File: src/hw/rtl/gso_pkg.sv
// gram-schmidt orthonormalizer package: sizes, fixed-point widths, memory request type
// depends on nothing
`timescale 1ns / 1ps
package gso_pkg;

  localparam int MAX_VECTORS   = 8;
  localparam int MAX_DIMENSION = 8;
  localparam int VEC_W   = (MAX_VECTORS > 1) ? $clog2(MAX_VECTORS) : 1;
  localparam int DIM_W   = (MAX_DIMENSION > 1) ? $clog2(MAX_DIMENSION) : 1;
  localparam int DEPTH   = MAX_VECTORS * MAX_DIMENSION;
  localparam int ADDR_W  = (DEPTH > 1) ? $clog2(DEPTH) : 1;
  localparam int WORK_W  = 32;  // working values, q.24
  localparam int NUM_W   = 55;  // divider numerator: |v| << 24 plus half the norm
  localparam int ROOT_W  = 32;  // norm
  localparam int CFG_W   = 4;

  typedef struct packed {
    logic                     we;
    logic [ADDR_W-1:0]        waddr;
    logic signed [WORK_W-1:0] wdata;
    logic [ADDR_W-1:0]        raddr_a;
    logic [ADDR_W-1:0]        raddr_b;
  } mem_req_t;

endpackage

File: src/hw/rtl/gso_vmem.sv
// vector store: one write port, two registered read ports
// depends on gso_pkg
`timescale 1ns / 1ps
module gso_vmem (
  input  logic                              clk_i,
  input  gso_pkg::mem_req_t                 req_i,
  output logic signed [gso_pkg::WORK_W-1:0] rd_a_o,
  output logic signed [gso_pkg::WORK_W-1:0] rd_b_o
);
  import gso_pkg::*;

  logic signed [WORK_W-1:0] mem_q [DEPTH];

  always_ff @(posedge clk_i) begin
    if (req_i.we) begin
      mem_q[req_i.waddr] <= req_i.wdata;
    end
    rd_a_o <= mem_q[req_i.raddr_a];
    rd_b_o <= mem_q[req_i.raddr_b];
  end

endmodule

File: config.mk
export PLATFORM = sky130hd
export DESIGN_NAME = gso_vmem
export DESIGN_NICKNAME = d
export VERILOG_FILES = /design/src/hw/rtl/gso_pkg.sv /design/src/hw/rtl/gso_vmem.sv
export SDC_FILE = /design/constraint.sdc
export NUM_CORES = 2
export LEC_CHECK = 0
export ABC_AREA = 1
export BUFFER_PORTS_ARGS = -buffer_cell sky130_fd_sc_hd__buf_2
export CAP_MARGIN = 40
export CELL_PAD_IN_SITES_DETAIL_PLACEMENT = 0
export CELL_PAD_IN_SITES_GLOBAL_PLACEMENT = 1
export CORE_ASPECT_RATIO = 1.75
export CORE_UTILIZATION = 50
export CTS_CLUSTER_DIAMETER = 60
export DETAILED_ROUTE_END_ITERATION = 10
export PLACE_DENSITY_LB_ADDON = 0.1
export SYNTH_ARGS = -nofsm -noshare
export SYNTH_HDL_FRONTEND = slang
export SYNTH_SLANG_ARGS = --single-unit
File: constraint.sdc
create_clock -name clk_i -period 6.2 [get_ports clk_i]
set_input_delay 0.62 -clock clk_i [delete_from_list [all_inputs] [get_ports clk_i]]
set_output_delay 0.62 -clock clk_i [all_outputs]
set_load 0.05 [all_outputs]
Yosys cells after proc, flatten, opt, wreduce, memory -nomap -nowiden
Memories as Yosys holds them, arrays and structs flattened. A register that Yosys moved wholly into a read port is not among the register bits.
Index checks and enable logic that the tools add are counted.
Storage, ports and cells
  register bits: 0
  bits in writable memories: 2048
  bits of input ports: 52
  output and inout port bits: 64
  word-level logic and storage cells: 3
  memories kept: 1
Operators by class
  muxes and demuxes: 2
Memories
  mem_q: words 64, bits a word 32, rd ports 2, clocked after Yosys merged registers in 2, wr ports 1, line gso_vmem.sv:12  | logic signed [WORK_W-1:0] mem_q [DEPTH];
Operator list (count)
  $mux W1: 2

Longest topological paths before layout
  depth in word-level cells: 2
  gate-level depth with buffers: 13
  mapped depth without buffers: 9

Least setup slack after synthesis
OpenSTA, ideal clock, no wires.
  path kind: input to register
  start: input port req_i[50] (netlist bit)
  end: memory mem_q[48][0] (enable)
  setup time: 502 ps
  data arrival time: 4248 ps
  required time: 5698 ps
  setup slack: 1450 ps
  cell stages on the path: 3
  buffers on the path: 1
  cells stage by stage: clkbuf_1 > nand4_1 > nor4_1
Between the ends
  longest elaborated chain between the ends: 2
Ends and longest elaborated chain
  start, declared: line gso_vmem.sv:6  | input gso_pkg::mem_req_t req_i,
  $mux W1: line gso_vmem.sv:15  | if (req_i.we) begin
  $mux W1 (not written as such): line gso_vmem.sv:16  | mem_q[req_i.waddr] <= req_i.wdata;
  end, declared: line gso_vmem.sv:12
Every way passes these cells.

==> impl_metrics.toml <==
[status]
status = "completed"

[grt]
global_route_usage_over_all_layers_pct = 37.9
global_route.overflow_total = 0
first_global_vias = 84400
grt_first_pass_wirelength_um = 581000
grt_antenna_before_repair = 29
grt_max_degree = 193

[clock_network]
number_of_buffers_created_by_cts = 202
cts_buffer_depth = 4
cts.reportedPaths.clkPinSlew_ns = 0.07
tritoncts_num_sinks = 2112
post_cts.resized_instances = 0
clock-root-buffer = "clkbuf_16"
number_of_buffers_inserted_by_hold_repair_at_cts = 0
htree_num_levels = 4
postCtsSetupBuffers = 0
tritoncts_clock_tree = "done"
clock_latency_ns = 0.88

[timing]
setup-violations-final = 0
final-hold-violation-count = 0
period_share_pct = 46.7
maxSlewHeadroom_pct = 29.7
transition_time_at_the_pin_with_the_least_slew_margin_ns = 1.05
max_clock_freq_mhz = 345
layout_setup_ws_ns = 3.30
fin_worst_skew_ns = 0.0426
timing.final.max_slew_violations = 0
hold-worst-slack_ns = 0.114
finalSetupTns_ns = 0
unrepaired_setup_endpoints_after_global_routing = "false"
period_minus_slack_ns = 2.90

[place]
dp.final_hpwl_um = 224000
port_buffers = 115
place.gp.congestion = 0.859
pre_cts_ws_ns = 2.54

[pwr]
power.leakage_nw = 42.7
ir_drop_mv = 0.271
p_per_area_nw_per_um2 = 288

[critical_path]
r2r-start = "mem_q[14][1]"
cp_slowest_stage_delay_ns = 0.74
timing.setup.critical_path_class = "primary input to flop"
path_delay_family = "buffers and inverters"
worstRegToRegCells = 8
ff2ff_setup_slack_ns = 4.35
cp_bufs_invs = 4
critPathLaunchType = "primary input"
cp_data_required_time_ns = 7.00
path_cells = "buf_8 -> inv_16 -> buf_4 -> buf_4 -> nand2_1 -> nand3_1 -> nand3_1 -> nand3_1 -> nand3_1 -> nand2_1 -> nand2_1 -> nand2_1"
cp.arrival_ns = 3.70
slowest_stage_cell_on_the_critical_path = "buf_4"
crit_path_end_kind = "flop"
timing.rr.end = "rd_a_o[1]"
critical_path.max_fanout = 137

[logic_synthesis]
sequential_element_share_of_the_synthesized_area_pct = 60.6
synth_seq_cells = 2112
post_synth_cell_types = 16
postSynthNetCount = 11500
synthesis.area_per_instance_um2 = 9.09
netlist_instances = 11400
synth_top_area_cell = "edfxtp_1"
syn-cell-area_um2 = 104000
ys_top_cells_by_count = "4,498 x nand2_1, 3,806 x nand3_1, 2,048 x edfxtp_1"
most_numerous_cell_in_the_yosys_netlist = "nand2_1"
synthDominantCellAreaShare_pct = 59.3
number_of_enable_flip_flop_cells_after_synthesis = 2048
asyncSetResetFlopFracSynth_pct = 0
synth_warnings = 0
synth.area.top_cells = "edfxtp_1 59%, nand3_1 18%, nand2_1 16%"
postSynth.topFlopCell = "edfxtp_1"

[detailed_routing]
drtIter0Drc = 12700
wl_per_cell_um = 29.2
drc = 0
drt_wl_total_um = 406000
drt-vias-per-instance = 6.41
drt-pass1-iter-count = 7
route.antenna.remaining_nets = 0
via_count = 89200

[die]
die_width_um = 346
die_y_um = 604
initial_core_util_pct = 50.4
rows = 220
design.die.area_um2 = 209000
floorplan.core_area_um2 = 206000
boundaryPins = 116

[run]
max_cap_violations = 0

[min_path]
hold-path-endpoint = "mem_q[3][28]"
holdCritPathClass = "primary input to flop"
holdPathStages = 1
hold_path_startpoint = "req_i[40]"

[finish]
post_layout_util_pct = 55.2
fillerInstances = 17800
seq_area_um2 = 62800
final_net_count = 11100
layout_cell_share_with_drive_strength_beyond_1_pct = 6.61
multiInputGateArea_um2 = 36700
area_growth_from_synthesis_to_layout_pct = 9.48
sequential cells by signal, indices dropped and copies added, names as in the netlist:
signal,flops
mem_q,2048
rd_a_o,32
rd_b_o,32
cell type report:
cell class	count	share of cell area, %
clock buffer	264	4.87
multi-input combinational	8377	32.4
clock inverter	103	1.12
timing repair buffer	371	3.24
antenna	11	0.0243
sequential	2112	55.3
tap	2664	2.94
inverter	18	0.132
cell families after synthesis:
logic type | count (synthesis) | share of synthesized area [%]
simple gates | 8377 | 35.0
flops | 2112 | 60.6
buf+inv | 912 | 4.46
worst max-delay path by stage:
stage / cells after the start / slack (ns) / to / start
final: 12 / 3.30 / rd_b_o[17] / req_i[0]
after global routing: 12 / 3.20 / rd_b_o[17] / req_i[0]
after CTS: 12 / 3.42 / rd_b_o[17] / req_i[0]
after detailed placement: 12 / 2.54 / rd_b_o[17] / req_i[0]
after global placement: 5 / 2.35 / mem_q[10][9] / req_i[44]
after floorplan: 3 / 1.45 / mem_q[48][0] / req_i[50]
stage by stage:
| stage | cells | total power, mW | instance area [µm²] |
|---|---|---|---|
| CTS | 13900 | 32.6 | 113000 |
| global route | 13900 | 33.4 | 113000 |
| finish | 13900 | 32.7 | 113000 |
| detailed placement | 13500 | 19.7 | 107000 |
| global placement | 13500 | 19.7 | 106000 |
| floorplan | 11400 | 18.2 | 104000 |
where the power goes:
group	switching [mW]	internal, mW
Combinational	2.78	0.834
Clock	5.61	7.52
Sequential	0.135	15.8
Total	8.52	24.1
cells in the final DEF, fill, tap and decap left out, drive strengths merged:
cell	instances
inv	21
buf	369
clkbuf	266
dfxtp	64
nor2	56
nand4	9
clkinv	61
nor4	8
nand2	4498
bufinv	30
edfxtp	2048
clkinvlp	9
diode	11
nand3	3806
metal layers:
metal | track usage, % | vias up | part of all wire [%]
met4 | 21.6 | 22 | 6.2
li1 | - | 38800 | -
met2 | 61.9 | 6165 | 47
met1 | 47.6 | 42800 | 36
met3 | 6.88 | 1323 | 11
met5 | 0 | - | 0.032
(Power assumes the default switching activity.)
