[config.mk]
export PLATFORM = sky130hd
export DESIGN_NAME = gso_sqrt
export DESIGN_NICKNAME = d
export VERILOG_FILES = /design/src/hw/rtl/gso_pkg.sv /design/src/hw/rtl/gso_sqrt.sv
export SDC_FILE = /design/constraint.sdc
export NUM_CORES = 1
export LEC_CHECK = 0
export ABC_AREA = 1
export BUFFER_PORTS_ARGS = -buffer_cell sky130_fd_sc_hd__clkbuf_2
export CORE_MARGIN = 2
export CORE_UTILIZATION = 36
export DETAILED_ROUTE_END_ITERATION = 6
export HOLD_SLACK_MARGIN = 0.03
export SLEW_MARGIN = 20
export SYNTH_ARGS = -nofsm -noshare
export SYNTH_HDL_FRONTEND = slang
export SYNTH_SLANG_ARGS = --single-unit
[constraint.sdc]
create_clock -name clk_i -period 8.35 [get_ports clk_i]
set_input_delay 0.835 -clock clk_i [delete_from_list [all_inputs] [get_ports clk_i]]
set_output_delay 0.835 -clock clk_i [all_outputs]
set_load 0.02 [all_outputs]
[src/hw/rtl/gso_pkg.sv]
// gram-schmidt orthonormalizer package: sizes, fixed-point widths, memory request type
// depends on nothing
`timescale 1ns / 1ps
package gso_pkg;

  localparam int MAX_VECTORS   = 8;
  localparam int MAX_DIMENSION = 8;
  localparam int VEC_W   = (MAX_VECTORS > 1) ? $clog2(MAX_VECTORS) : 1;
  localparam int DIM_W   = (MAX_DIMENSION > 1) ? $clog2(MAX_DIMENSION) : 1;
  localparam int DEPTH   = MAX_VECTORS * MAX_DIMENSION;
  localparam int ADDR_W  = (DEPTH > 1) ? $clog2(DEPTH) : 1;
  localparam int WORK_W  = 32;  // working values, q.24
  localparam int NUM_W   = 55;  // divider numerator: |v| << 24 plus half the norm
  localparam int ROOT_W  = 32;  // norm
  localparam int CFG_W   = 4;

  typedef struct packed {
    logic                     we;
    logic [ADDR_W-1:0]        waddr;
    logic signed [WORK_W-1:0] wdata;
    logic [ADDR_W-1:0]        raddr_a;
    logic [ADDR_W-1:0]        raddr_b;
  } mem_req_t;

endpackage

[src/hw/rtl/gso_sqrt.sv]
// iterative integer square root, one result bit per pass
// depends on gso_pkg
`timescale 1ns / 1ps
module gso_sqrt (
  input  logic                       clk_i,
  input  logic                       rst_ni,
  input  logic                       start_i,
  input  logic [63:0]                x_i,
  output logic                       done_o,
  output logic [gso_pkg::ROOT_W-1:0] root_o
);
  import gso_pkg::*;

  logic        busy_q, done_q;
  logic [63:0] x_q, res_q, bit_q;
  logic [63:0] sum;
  logic        ge;

  assign sum = res_q + bit_q;
  assign ge  = (x_q >= sum);

  always_ff @(posedge clk_i or negedge rst_ni) begin
    if (!rst_ni) begin
      busy_q <= 1'b0;
      done_q <= 1'b0;
    end else begin
      done_q <= 1'b0;
      if (start_i) begin
        busy_q <= 1'b1;
      end else if (busy_q && bit_q[0]) begin
        busy_q <= 1'b0;
        done_q <= 1'b1;
      end
    end
  end

  always_ff @(posedge clk_i) begin
    if (start_i) begin
      x_q   <= x_i;
      res_q <= '0;
      bit_q <= {2'b01, 62'd0};
    end else if (busy_q) begin
      if (ge) begin
        x_q   <= x_q - sum;
        res_q <= (res_q >> 1) + bit_q;
      end else begin
        res_q <= res_q >> 1;
      end
      bit_q <= bit_q >> 2;
    end
  end

  assign done_o = done_q;
  assign root_o = res_q[ROOT_W-1:0];

endmodule

* After elaboration in Yosys (flattened, before gate mapping) *
Cells that the tools add are included.

cells by class
  add/subtract/negate cells = 3
  $lt $le $gt $ge = 1
  muxes and demuxes = 8
  reduce and logical (&&, ||, !) cells = 5

operator list
  kind                 count
  $mux W64             4
  $add A63 B63 Y64     1
  $add A64 B63 Y64     1
  $ge A64 B64 Y1       1
  $sub A64 B64 Y64     1
  $reduce_bool A2 Y1   3
  $mux W1              4
  $reduce_and A2 Y1    1
  $logic_and A1 B1 Y1  1

word-level totals
  register bits = 162
  input port bits = 67
  output and inout bits = 33

* Logic depth before layout (Yosys ltp) *
  depth after elaboration = 5
  gate-level depth with buffers = 30
  depth with buffers taken out = 28

* Worst setup path after synthesis *
No wires, ideal clock.

  path type = reg-to-reg
  start = reg bit_q[28]
  end = reg x_q[0] (enable)
  setup time = 0.424 ns
  arrival = 4.591 ns
  required time = 7.926 ns
  path slack = 3.335 ns
  cell stages (with the launch flop) = 22
  period minus slack after synthesis = 5.015 ns
  cells stage by stage = dfxtp_1 > ha_1 > nand2_1 > o21ai_0 > nand2_1 > o21ai_0 > inv_1 > o21ai_0 > a21oi_1 > xor2_1 > ha_1 > nand2_1 > nor2_1 > inv_2 > nor2_2 > nand2_1 > nor3_2 > nand2_2 > nand2_4 > nand2_2 > buf_2 > nand2_1

on the way
  longest elaborated chain between the ends = 4

ends and longest elaborated chain
  item                                 RTL line        RTL
  start: declaration                   gso_sqrt.sv:15  logic [63:0] x_q, res_q, bit_q;
  start signal: assignment             gso_sqrt.sv:41  bit_q <= {2'b01, 62'd0};
  start signal: assignment             gso_sqrt.sv:49  bit_q <= bit_q >> 2;
  $add A64 B63 Y64                     gso_sqrt.sv:19  assign sum = res_q + bit_q;
  $ge A64 B64 Y1                       gso_sqrt.sv:20  assign ge = (x_q >= sum);
  $reduce_bool A2 Y1 (no source line)  --
  $reduce_and A2 Y1 (no source line)   --
  end signal: assignment               gso_sqrt.sv:39  x_q <= x_i;
  end signal: assignment               gso_sqrt.sv:44  x_q <= x_q - sum;
  end: declaration                     gso_sqrt.sv:15

Every way passes these cells.
A chain may end at the register's enable or synchronous reset.

* Worst setup path in the final report *
  start = reg res_q[12]
  end = reg x_q[11] (enable)

on the way
  longest elaborated chain between the ends = 4

ends and longest elaborated chain
  item                                 RTL line        RTL
  start: declaration                   gso_sqrt.sv:15
  start signal: assignment             gso_sqrt.sv:45  res_q <= (res_q >> 1) + bit_q;
  start signal: assignment             gso_sqrt.sv:47  res_q <= res_q >> 1;
  $add A64 B63 Y64                     gso_sqrt.sv:19
  $ge A64 B64 Y1                       gso_sqrt.sv:20
  $reduce_bool A2 Y1 (no source line)  --
  $reduce_and A2 Y1 (no source line)   --

Every way passes these cells.

==> qor.txt <==
Largest net degree at the start of global routing: 81
Antenna Cells: 0
Reg2Reg Depth: 21
Synth area leader: nand2_1
Initial Util: 36.53%
Critical path, cell by cell: ha_1, nand2_1, o21ai_1, o21bai_1, nor2_1, o21ai_1, nand2_1, nand2_1, xor2_1, ha_1, nand2_1, nor2_2, nand3_1, nor2_1, nand4_1, nand3_2, nand2_2, nand2_4, nand2_2, nand2_2, buf_12
Post-route DRC: 0
Final WL: 82.02 mm
Post-synthesis area per instance: 5.625 µm²
Ports: 100
Setup bufs post-CTS: 0
Share of layout cells above drive strength 1: 5.284%
Post-synth ARST share: 1.235%
Slowest-stage cell, CP: nand2_2
Post-Syn Area: 20200 µm²
Routed wire per std cell: 18.80 µm
Syn_nets: 3790
CTS H-tree depth: 4
Period minus WS final: 5.726 ns
Syn-to-layout area delta: 7.177%
Synth top area share: 22.44%
Number of flops mapped to enable cells by yosys: 64
CP startpoint: res_q[12]
Grt ovf: 0
Via count: 22900
Worst slew margin: 37.24%
HP Class: input port to asynchronous set/reset pin
Nets: 3800
Vias in the first global route: 21830
Die area: 58040 µm²
WP data required: 8.55 ns
CP endpoint kind: flop
Synth Register Bits: 162
Via density: 5.249
Distinct cells, synth: 49
VDD IR-drop max: 0.2628 mV
Initial antenna violation count: 1
Kind of critical path: flop to flop
Critical Path Fanout Max: 36
Root buffer cell: clkbuf_16
Synthesized instance count: 3592
Chip width: 240.9 µm
Final Max Tran Viols: 0
First DRT Iteration DRCs: 2114
Post-CTS Resized: 0
TritonCTS Sinks: 162
Pwr Total: 7.438 mW
Num CTS Buffers: 17
IO buf count: 99
Die Y: 240.9 µm
Sum Neg Setup Slack: 0 ns
HPWL after detailed placement: 67.16 mm
Worst-Skew Late Latency: 0.52 ns
Final cycle utilization of the critical path: 68.57%
Drt first pass iters: 6
Placeable Area: 55310 µm²
Yosys Warn Count: 0
Max Cap Viol: 0
CP arrival: 5.92 ns
TritonCTS clock tree: built
Crit path max-delay family: simple AND/OR/NAND/NOR gates
Fin. Hold Viols: 0
R2R Path End: x_q[11]
CP dominant cell by count: nand2_1
Reg2Reg Launch Point: res_q[12]
Unrepaired setup endpoints after global routing: no
Worst-margin pin slew: 0.9414 ns
GP Congestion: 1.033
ANT nets after route: 0
Wire length of the first global-routing pass: 124.6 mm
Clock transition at path regs: 0.08 ns
Outcome: finished clean
Global-route usage over all layers: 28.53%
Pwr Density: 343.5 nW/µm²
Sequential fraction of the synthesis area: 19.27%
Static Leak: 9.966 nW
Hold buffer count at cts: 0
WP buf/inv: 1
Crit path launch type: flop
Clock Skew: 0.01581 ns
Max stage delay on crit path: 0.72 ns
Top cells by area, synth: nand2_1 22%, dfxtp_1 9.5%, edfxtp_1 9.5%
Final core occ: 39.15%
Achievable Freq: 0.1747 GHz
CTS Buffer Depth: 2
Site Rows: 86
Final-report setup violation count: 0
Worst R2R Setup Slack: 2.62 ns
Most common flop cell mapped by yosys: dfxtp_1
==> power by group <==
| group | total [mW] | internal, mW | switching, mW |
|---|---|---|---|
| clock network | 0.857 | 0.439 | 0.418 |
| registers | 1.56 | 1.20 | 0.362 |
| logic | 5.02 | 1.64 | 3.39 |
| total | 7.44 | 3.27 | 4.16 |
==> synth_stat cells, types with 2 or more instances <==
master and instances:
dfxtp_1 96, nor2_1 441, buf_8 2, buf_2 26
nand3b_1 31, a21oi_1 213, nor2_2 7, nor4_1 5
a21boi_0 2, nand2_1 1208, nand3_1 301, nor3_1 44
or2_2 15, buf_4 37, nand2_2 4, a211oi_1 5
a31oi_1 12, o21ai_0 179, edfxtp_1 64, a21o_1 15
inv_1 497, xor2_1 52, o21a_1 3, xnor2_1 49
a21oi_2 11, ha_1 130, o21ai_1 11, nand4_1 28
o21bai_1 21, o211ai_1 2, and2_1 6, buf_6 4
inv_2 6, clkbuf_1 44, buf_1 6, dfrtp_1 2
==> worst reg2reg max path, delay by kind of cell (launching register included) <==
| kind | cells | cell delay [ns] |
|---|---|---|
| DFF | 1 | 0.44 |
| adders and majority gates | 2 | 0.70 |
| xor gates and xnor gates | 1 | 0.31 |
| buffers and inverters | 1 | 0.31 |
| and+or+nand+nor | 14 | 2.76 |
| AOI/OAI and AO/OA | 3 | 0.85 |
==> area by class of cell <==
class                   instances  area (µm²)
multi-input cells            2808       13750
flip-flops and latches        162        3895
clock inverters                12       130.1
clock buffers                  20       457.9
fillers                      6363       33650
repair buffers                110       593.1
inverters                     503        1888
well taps                     748       935.9
==> per-stage QoR <==
stage	instance area (µm²)	instances	hold slack, ns	worst slack, ns
global route	21650	4363	0.07308	2.277
detailed placement	21070	4331	0.4868	2.688
CTS	21650	4363	0.05379	2.655
finish	21650	4363	0.09004	2.624
global placement	21070	4331	0.4982	2.606
floorplan	20200	3592	0.4495	3.335
==> layout by cell type (no fill, tap or decap), types with 2 or more instances in the layout <==
cell type,count
and2_1,6
o21ai_1,11
nand3b_1,31
nor2_1,441
o21ai_0,179
a31oi_1,12
nand3_1,301
inv_6,6
inv_8,3
o211ai_1,2
or2_2,15
o21bai_1,21
o21a_1,3
nor4_1,5
edfxtp_1,64
xor2_1,52
nand2_1,1207
inv_1,497
a211oi_1,5
clkbuf_2,98
clkbuf_1,2
a21o_1,15
buf_4,11
nand2_2,5
a21boi_0,2
nor2_2,7
clkbuf_16,18
dfxtp_1,96
xnor2_1,49
ha_1,130
nand4_1,28
nor3_1,44
a21oi_1,213
inv_2,6
a21oi_2,11
==> worst max path at each step <==
stage	to	cells after the start
after floorplan	x_q[0]	21
after global placement	x_q[11]	21
after detailed placement	x_q[13]	21
after CTS	x_q[17]	21
after global routing	x_q[11]	23
final	x_q[11]	21
==> routing by layer <==
layer | share of wire [%] | up-vias | global-route usage [%]
li1 | - | 11450 | -
met1 | 44 | 10400 | 37.53
met2 | 46 | 888 | 47.10
met3 | 6.3 | 164 | 3.397
met4 | 4.1 | 2 | 12.08
met5 | 0.016 | - | 0
==> cell families after synthesis <==
| family | count (synthesis) | share of synthesized area (%) |
|---|---|---|
| AO/OA/AOI/OAI | 481 | 12.94 |
| XOR/XNOR | 101 | 4.378 |
| adder cells (fa/ha/maj) | 131 | 8.150 |
| buffers and inverters | 622 | 12.66 |
| flip-flops | 162 | 19.27 |
| AND/OR/NAND/NOR | 2095 | 42.59 |
==> flip-flops by register name (all words and copies together), names as in the netlist <==
signal	flops
res_q	64
busy_q	1
done_o	1
bit_q	32
x_q	64
(Power assumes the default switching activity.)
