## src/hw/rtl/gso_pkg.sv

```systemverilog
// gram-schmidt orthonormalizer package: sizes, fixed-point widths, memory request type
// depends on nothing
`timescale 1ns / 1ps
package gso_pkg;

  localparam int MAX_VECTORS   = 8;
  localparam int MAX_DIMENSION = 8;
  localparam int VEC_W   = (MAX_VECTORS > 1) ? $clog2(MAX_VECTORS) : 1;
  localparam int DIM_W   = (MAX_DIMENSION > 1) ? $clog2(MAX_DIMENSION) : 1;
  localparam int DEPTH   = MAX_VECTORS * MAX_DIMENSION;
  localparam int ADDR_W  = (DEPTH > 1) ? $clog2(DEPTH) : 1;
  localparam int WORK_W  = 32;  // working values, q.24
  localparam int NUM_W   = 55;  // divider numerator: |v| << 24 plus half the norm
  localparam int ROOT_W  = 32;  // norm
  localparam int CFG_W   = 4;

  typedef struct packed {
    logic                     we;
    logic [ADDR_W-1:0]        waddr;
    logic signed [WORK_W-1:0] wdata;
    logic [ADDR_W-1:0]        raddr_a;
    logic [ADDR_W-1:0]        raddr_b;
  } mem_req_t;

endpackage

```

## src/hw/rtl/gso_div.sv

```systemverilog
// restoring radix-2 divider, one quotient bit per cycle
// depends on gso_pkg
`timescale 1ns / 1ps
module gso_div (
  input  logic                       clk_i,
  input  logic                       rst_ni,
  input  logic                       start_i,
  input  logic [gso_pkg::NUM_W-1:0]  num_i,
  input  logic [gso_pkg::ROOT_W-1:0] den_i,
  output logic                       done_o,
  output logic [gso_pkg::WORK_W-1:0] quo_o
);
  import gso_pkg::*;

  localparam int CNT_W = $clog2(NUM_W);

  logic              busy_q, done_q;
  logic [CNT_W-1:0]  cnt_q;
  logic [NUM_W-1:0]  num_q;
  logic [ROOT_W-1:0] den_q;
  logic [ROOT_W:0]   rem_q;
  logic [WORK_W-1:0] quo_q;
  logic [ROOT_W+1:0] trial;
  logic              ge;

  assign trial = {rem_q, num_q[NUM_W-1]};
  assign ge    = (trial >= {2'b00, den_q});

  always_ff @(posedge clk_i or negedge rst_ni) begin
    if (!rst_ni) begin
      busy_q <= 1'b0;
      done_q <= 1'b0;
      cnt_q  <= '0;
    end else begin
      done_q <= 1'b0;
      if (start_i) begin
        busy_q <= 1'b1;
        cnt_q  <= CNT_W'(NUM_W - 1);
      end else if (busy_q) begin
        if (cnt_q == '0) begin
          busy_q <= 1'b0;
          done_q <= 1'b1;
        end else begin
          cnt_q <= cnt_q - 1'b1;
        end
      end
    end
  end

  always_ff @(posedge clk_i) begin
    if (start_i) begin
      num_q <= num_i;
      den_q <= den_i;
      rem_q <= '0;
      quo_q <= '0;
    end else if (busy_q) begin
      num_q <= num_q << 1;
      rem_q <= ge ? (ROOT_W+1)'(trial - {2'b00, den_q}) : trial[ROOT_W:0];
      quo_q <= {quo_q[WORK_W-2:0], ge};
    end
  end

  assign done_o = done_q;
  assign quo_o  = quo_q;

endmodule

```

## config.mk

```make
export PLATFORM = sky130hd
export DESIGN_NAME = gso_div
export DESIGN_NICKNAME = d
export VERILOG_FILES = /design/src/hw/rtl/gso_pkg.sv /design/src/hw/rtl/gso_div.sv
export SDC_FILE = /design/constraint.sdc
export NUM_CORES = 1
export LEC_CHECK = 0
export BUFFER_PORTS_ARGS = -buffer_cell sky130_fd_sc_hd__buf_2
export CORE_ASPECT_RATIO = 1.2
export CORE_UTILIZATION = 48
export DETAILED_ROUTE_END_ITERATION = 6
export GPL_TIMING_DRIVEN = 1
export PLACE_DENSITY_LB_ADDON = 0.2
export SKIP_CTS_REPAIR_TIMING = 1
export SYNTH_ARGS = -nofsm -noshare
export SYNTH_HDL_FRONTEND = slang
export SYNTH_SLANG_ARGS = --single-unit
```

## constraint.sdc

```tcl
create_clock -name clk_i -period 7.7 [get_ports clk_i]
set_input_delay 0 -clock clk_i [delete_from_list [all_inputs] [get_ports clk_i]]
set_output_delay 0 -clock clk_i [all_outputs]
set_load 0.05 [all_outputs]
```

## Word level (Yosys, flattened, before mapping)

Index checks and enable logic that the tools add are counted.

| storage, ports and cells | value |
|---|---|
| memories | 0 |
| latch bits | 0 |
| RAM bits | 0 |
| bits in registers | 160 |
| output and inout bits | 33 |
| bits in read-only memories | 0 |

| cells by class | value |
|---|---|
| bitwise logic cells | 0 |
| add/sub/neg operators | 2 |
| multipliers | 0 |
| div/mod/pow operators | 0 |
| shift operators | 0 |
| muxes and demuxes | 12 |
| eq/ne operators | 1 |
| magnitude comparators | 1 |
| reductions and logical operators | 3 |

Operators with widths:

| operator | count |
|---|---|
| $mux W55 | 2 |
| $ge A34 B32 Y1 | 1 |
| $mux W33 | 1 |
| $sub A33 B32 Y33 | 1 |
| $mux W6 | 3 |
| $logic_not A6 Y1 | 1 |
| $mux W1 | 6 |
| $sub A6 B1 Y6 const B | 1 |
| $ne A2 B2 Y1 const B | 1 |
| $reduce_and A2 Y1 | 1 |
| $reduce_bool A2 Y1 | 1 |

## Depth between registers and ports, before layout

Gate-level depths: netlist of run 1.

| logic depth | value |
|---|---|
| word-level depth | 4 |
| gate-level depth with buffers | 14 |
| depth with buffers taken out | 12 |

## Worst setup path before layout of run 1

No wires, ideal clock.

| path | value |
|---|---|
| path kind | register -> register |
| from | register num_q[54] |
| to | register rem_q[0] |
| data arrival time | 2736 ps |
| cell stages (with the launch flop) | 14 |
| setup slack | 4879 ps |
| setup time | 86 ps |
| period minus slack after synthesis | 2821 ps |
| required time | 7614 ps |
| path through | edfxtp_1 > inv_1 > ha_1 > inv_1 > fa_1 > a211oi_2 > o21ai_4 > o2111ai_2 > a31oi_2 > nor3_1 > o21a_1 > buf_6 > mux2_1 > a211oi_1 |

| on the way | value |
|---|---|
| longest elaborated chain between the ends | 2 |
| elaborated cells on any way between the ends | 3 |
| those cells by class | 1 x add/sub; 1 x order compare; 1 x mux |

RTL lines:

| item | line | source |
|---|---|---|
| start, declared | gso_div.sv:19 | `logic [NUM_W-1:0] num_q;` |
| start signal, assigned | gso_div.sv:52 | `num_q <= num_i;` |
| start signal, assigned | gso_div.sv:57 | `num_q <= num_q << 1;` |
| $sub A33 B32 Y33 or $ge A34 B32 Y1 (tied branches) | gso_div.sv:58, gso_div.sv:27 |  |
| $mux W33 (*) | gso_div.sv:58 | `rem_q <= ge ? (ROOT_W+1)'(trial - {2'b00, den_q}) : trial[ROOT_W:0];` |
| end signal, assigned | gso_div.sv:58 |  |
| end, declared | gso_div.sv:21 | `logic [ROOT_W:0] rem_q;` |

Mark *: on every way between the ends. The rest lies on a longest branch, timed or not.
A chain may end at the register's enable or synchronous reset.

## Worst setup path in the final report of run 1

Ends and elaborated chain as after synthesis.

==> flow_metrics.tcl, run 1 <==
set metrics [dict create \
    power_density_mw_per_mm2 279 \
    boundaryPins 123 \
    mostFrequentLayoutCell "buf_2" \
    max_stage_delay_ps 490 \
    endpoint_kind "flop" \
    setup_viol 0 \
    slew_violations 0 \
    crit_path_frequent_cell "inv_1" \
    synth_area_leaders "edfxtp_1 (32%), dfxtp_1 (16%), mux2_2 (7.5%)" \
    r2r_start "num_q[54]" \
    antenna_cells 0 \
    rrSetupSlack_ps 4050 \
    crit_required_ps 8040 \
    cts_root_buf "clkbuf_16" \
    holdPathStages 4 \
    clk_pin_slew_worst_paths_ps 70 \
    die_w_um 121 \
    grt_usage 0.203 \
    hpwlAfterDp_um 11800 \
    regArea_mm2 0.00412 \
    first_pass_iters 4 \
    drt-initial-drc-count 367 \
    dr_wl_met2_um 9370 \
    gp_congestion 0.892 \
    fin_tns_setup_ps 0 \
    crit_family "compound AO/OA/AOI/OAI gates" \
    fin_crit_sh 0.474 \
    multi_input_area_mm2 0.00367 \
    p_leak_uw 0.00476 \
    drive_gt1_frac 0.248 \
    min_period_ps 3650 \
    wl_met1_um 7740 \
    synth.largest_area_cell "edfxtp_1" \
    yosys_warnings 0 \
    post_drt_wl_per_cell_um 15.9 \
    r2r_cells 13 \
    post-place-ws_ps 4070 \
    clock_insertion_delay_worst_skew_ps 420 \
    wl_met3_um 672 \
    worst_pin_slew_ps 1140 \
    row_count 51 \
    ys_types 66 \
    final_cell_mix "buf_2 (121), dlygate4sd3_1 (89), edfxtp_1 (87)" \
    clock_sinks 160 \
    area_growth_pct 27.1 \
    nFillCells 1313 \
    h-tree-depth 4 \
    viasPerCell 5.42 \
    timing.rr.end "rem_q[0]" \
    holdPathEnd "rem_q[19]" \
    finClkSkew_ps 8.48 \
    async_flop_share 0.0500 \
    overflow 0 \
    synthCells 718 \
    rsz0062_at_grt "no" \
    grt_pass1_vias 5976 \
    startpoint_type "flop" \
    synthesis.nets 843 \
    dieHeight_um 145 \
    cp_cell_sequence "inv_1 -> ha_1 -> inv_1 -> fa_1 -> a211oi_2 -> o21ai_4 -> o2111ai_2 -> a31oi_2 -> nor3_1 -> o21a_1 -> buf_4 -> mux2_1 -> a211oi_1" \
    clock.fmax_mhz 274 \
    layout.nets 1043 \
    cts_tree "built" \
    cts_buffer_depth 2 \
    ir_worst_vdd_uv 169 \
    highest_layer "met4" \
    wirelength_um 18200 \
    hold_viol 0 \
    drc 0 \
    avgSynthCellArea_um2 11.3 \
    path_max_fanout 33 \
    min_path_type "in -> reg" \
    port_buffers 122 \
    synth_edf_count 87 \
    ys.flop_type "edfxtp_1" \
    critPathArrivalTime_ps 3990 \
    cpMaxStageDelayCell "buf_4" \
    finalPower_uw 2880 \
    crit_type "reg -> reg" \
    core_mm2 0.0164 \
    max-slew-margin-rel 0.238 \
    grt_first_pass_wirelength_um 27900 \
    die_area_mm2 0.0175 \
    crit_buf_inv 3 \
    max_cap_violations 0 \
    worst_slack_ps 4050 \
    syn-cell-area_mm2 0.00813 \
    grt_max_degree 88 \
    antenna_found_initial 0 \
    synth_top_area_frac 0.321 \
    cts_buffers 17 \
    antenna_left 0 \
    ys_seq_elements 160 \
    ys_seq_area_frac 0.506 \
    num_vias 6194 \
    status "finished, final reports clean" \
    start_util 0.496 \
    hp-start "start_i" \
]
==> worst register-to-register path: cells and delay by family (launching register included) <==
family / cells / cell delay [ps]
AO/OA/AOI/OAI: 6 / 1360
flip-flops: 1 / 370
multiplexers: 1 / 400
adder cells (fa/ha/maj): 2 / 600
buffers and inverters: 3 / 630
AND/OR/NAND/NOR: 1 / 200
==> logic make-up after synthesis <==
| kind of cell | after synthesis | synth area share |
|---|---|---|
| buffers and inverters | 75 | 0.0416 |
| AO/OA/AOI/OAI | 147 | 0.129 |
| XOR/XNOR | 32 | 0.0345 |
| flip-flops | 160 | 0.506 |
| adder cells (fa/ha/maj) | 35 | 0.0548 |
| AND/OR/NAND/NOR | 157 | 0.0875 |
| multiplexers | 112 | 0.146 |
==> metal layers <==
layer	GRT usage	vias to the layer above
li1	-	3045
met1	0.228	2964
met4	0.0968	0
met5	0	-
met3	0.0556	38
met2	0.357	147
==> sequential cells by signal, summed over array words and instances, names as in the netlist <==
signal and cells:
quo_o 32, num_q 55, busy_q 1, den_q 32
cnt_q 6, rem_q 33, done_o 1
==> power by group <==
group | internal [uW] | switching, uW
Combinational | 444 | 525
Sequential | 1010 | 66.9
Clock | 436 | 398
Total | 1890 | 990
==> cells in the mapped netlist, types with 2 or more instances <==
cell	number
o21ai_1	6
edfxtp_1	87
buf_6	2
nand2_1	30
nor3_1	8
buf_2	4
o21ai_0	19
xor2_1	15
mux2i_1	57
and3_1	7
nand3_1	6
ha_1	34
and2_1	2
a31oi_1	3
o31ai_1	3
o21bai_1	5
inv_1	41
o221ai_1	2
a21oi_2	2
nor2_1	77
a21o_1	12
clkbuf_1	17
a22oi_1	2
a31o_2	5
dfxtp_1	65
a41oi_1	2
nand2b_1	11
nor4_1	2
xnor2_1	17
a221oi_1	2
and4_1	2
a21oi_1	31
a211oi_1	26
o211ai_1	2
nand4_1	6
buf_1	7
dfrtp_1	8
a32oi_1	5
buf_12	2
mux2_2	54
o21a_1	3
a211o_1	3
==> stage by stage <==
| stage | utilization | cell area, um2 | hold slack, ps | cells |
|---|---|---|---|---|
| finish | 0.630 | 10300 | 122 | 1143 |
| global route | 0.630 | 10300 | 188 | 1143 |
| CTS | 0.576 | 9440 | -616 | 1054 |
| detailed placement | 0.540 | 8850 | -148 | 1022 |
| global placement | 0.540 | 8850 | -154 | 1022 |
| floorplan | - | 8130 | -296 | 718 |
==> how the worst max path moves through the flow <==
stage,from,to,slack [ps],depth (start not counted)
detailed placement,num_q[54],rem_q[0],4070,13
floorplan,num_q[54],rem_q[0],4880,13
global placement,num_q[54],rem_q[0],4210,13
CTS,num_q[54],rem_q[0],4030,13
global route,num_q[54],rem_q[0],3740,13
finish,num_q[54],rem_q[0],4050,13
==> area by class of cell <==
cell class / count / area share
clock buffers: 17 / 0.0412
clock inverters: 15 / 0.0160
inverters: 42 / 0.0153
multi-input cells: 483 / 0.356
flip-flops and latches: 160 / 0.399
well taps: 212 / 0.0257
repair buffers: 214 / 0.148
Note: power is estimated with default switching activity, not from simulation.
==> inputs of run 2 (changes only) <==
Clock period 7.7 ns to 3.5 ns, I/O delays scaled along.
==> run 2 against run 1 <==
Against the previous run:
- register-to-register slack lost 3700 ps
- core utilization increased by 0.31 points
- largest cell class unchanged
- hold slack better by 150 ps
- via count barely moved
==> flow_metrics.tcl, run 2 (synthesized netlist as in run 1, its figures left out) <==
set metrics [dict create \
    first_pass_iters 6 \
    timing.rr.end "rem_q[29]" \
    endpoint_kind "flop" \
    critPathArrivalTime_ps 3490 \
    final_cell_mix "buf_2 (121), dlygate4sd3_1 (90), edfxtp_1 (87)" \
    startpoint_type "flop" \
    num_vias 6192 \
    clock.fmax_mhz 317 \
    finClkSkew_ps 12.4 \
    switchingPower_uw 2170 \
    setup_viol 0 \
    regMostFlops "num_q" \
    largest_reg_flops 55 \
    worst_slack_ps 348 \
    worst_hold_slack_ps 276 \
    post-place-ws_ps 366 \
    start_util 0.496 \
    max_cap_violations 0 \
    rsz0062_at_grt "no" \
    crit_start "num_q[54]" \
    viasPerCell 5.38 \
    dieHeight_um 145 \
    antenna_found_initial 1 \
    pwr-share-comb 0.336 \
    clock_insertion_delay_worst_skew_ps 430 \
    core_mm2 0.0164 \
    wirelength_um 18500 \
    crit_required_ps 3830 \
    crit_end "rem_q[29]" \
    rrSetupSlack_ps 350 \
    layout.nets 1050 \
    r2r_cells 13 \
    drt-initial-drc-count 301 \
    swShare 0.339 \
    ir_worst_vdd_uv 364 \
    clk_pin_slew_worst_paths_ps 70 \
    cts_buffer_depth 2 \
    drive_gt1_frac 0.253 \
    drc 0 \
    seqPwrFrac 0.373 \
    area_growth_pct 27.8 \
    clock_sinks 160 \
    worst_pin_slew_ps 979 \
    row_count 51 \
    gp_congestion 0.859 \
    min_period_ps 3150 \
    port_buffers 122 \
    holdPathStages 2 \
    power_density_mw_per_mm2 615 \
    die_area_mm2 0.0175 \
    finalPower_uw 6390 \
    crit_type "reg -> reg" \
    post_drt_wl_per_cell_um 16.0 \
    overflow 0 \
    cts_root_buf "clkbuf_16" \
    grt_pass1_vias 5878 \
    p_int_uw 4220 \
    boundaryPins 123 \
    h-tree-depth 4 \
    cts_buffers 17 \
    grt_first_pass_wirelength_um 28000 \
    hold_viol 0 \
    cts_tree "built" \
    r2r_start "num_q[54]" \
    hpwlAfterDp_um 12100 \
    antenna_left 0 \
    min_path_type "in -> reg" \
    grt_max_degree 85 \
    status "finished, final reports clean" \
    path_max_fanout 19 \
    nFillCells 1281 \
    slew_violations 0 \
    fin_tns_setup_ps 0 \
    regArea_mm2 0.00412 \
    max-slew-margin-rel 0.348 \
    top_regs "num_q x55, rem_q x33" \
    clkPwrFrac 0.290 \
    fin_crit_sh 0.901 \
    die_w_um 121 \
    grt_usage 0.206 \
    mostFrequentLayoutCell "buf_2" \
    p_leak_uw 0.00479 \
    multi_input_area_mm2 0.00367 \
]
## run 2: cell count changes in the layout (fill, tap and decap cells not counted), sizes merged
cell,delta
dlygate4sd3,+1
buf,+6
clkbuf,+1
inv,+2
clkinv,-3
diode,+1
## run 2: worst min-delay path by stage
stage                      to  startpoint
detailed placement   cnt_q[3]      rst_ni
floorplan              busy_q      rst_ni
global placement     cnt_q[5]      rst_ni
finish              den_q[17]   den_i[17]
CTS                  cnt_q[0]      rst_ni
global route        den_q[17]   den_i[17]
## run 2: power by group through the flow
stage	clock [uW]	sequential, uW	combinational [uW]
floorplan	0	2390	1710
detailed placement	0	2420	2050
global placement	0	2410	2010
global route	1950	2410	2370
CTS	1880	2380	2070
finish	1850	2380	2150
## run 2: worst max-delay path: stages (launching register included)
cell and delay (ps):
edfxtp_1 360, inv_1 80, ha_1 160, inv_1 50
fa_1 430, a211oi_2 330, o21ai_4 120, o2111ai_2 250
a31oi_2 160, nor3_1 200, o21a_1 200, buf_4 300
a21oi_1 90, a2111oi_2 340
## run 2: metal layers
layer | vias up | wire length, um | part of all wire | GRT usage
met5 | - | 0 | 0 | 0
met4 | 0 | 361 | 0.020 | 0.0825
met3 | 33 | 800 | 0.043 | 0.0595
met2 | 182 | 9500 | 0.51 | 0.359
met1 | 2931 | 7810 | 0.42 | 0.237
li1 | 3046 | - | - | -
## run 2: area by class of cell
cell class,count,share of cell area
antenna,1,0.000241
multi-input combinational,483,0.354
timing repair buffer,221,0.152
clock inverter,14,0.0129
sequential,160,0.397
inverter,42,0.0152
clock buffer,18,0.0434
tap,212,0.0255
## run 2: per-stage QoR
step           utilization  cell area [um2]  std cells
4_1_cts              0.578             9480       1060
3_3_place_gp         0.542             8900       1028
3_5_place_dp         0.542             8900       1028
5_1_grt              0.633            10400       1150
2_1_floorplan            -             8130        718
6_report             0.633            10400       1151
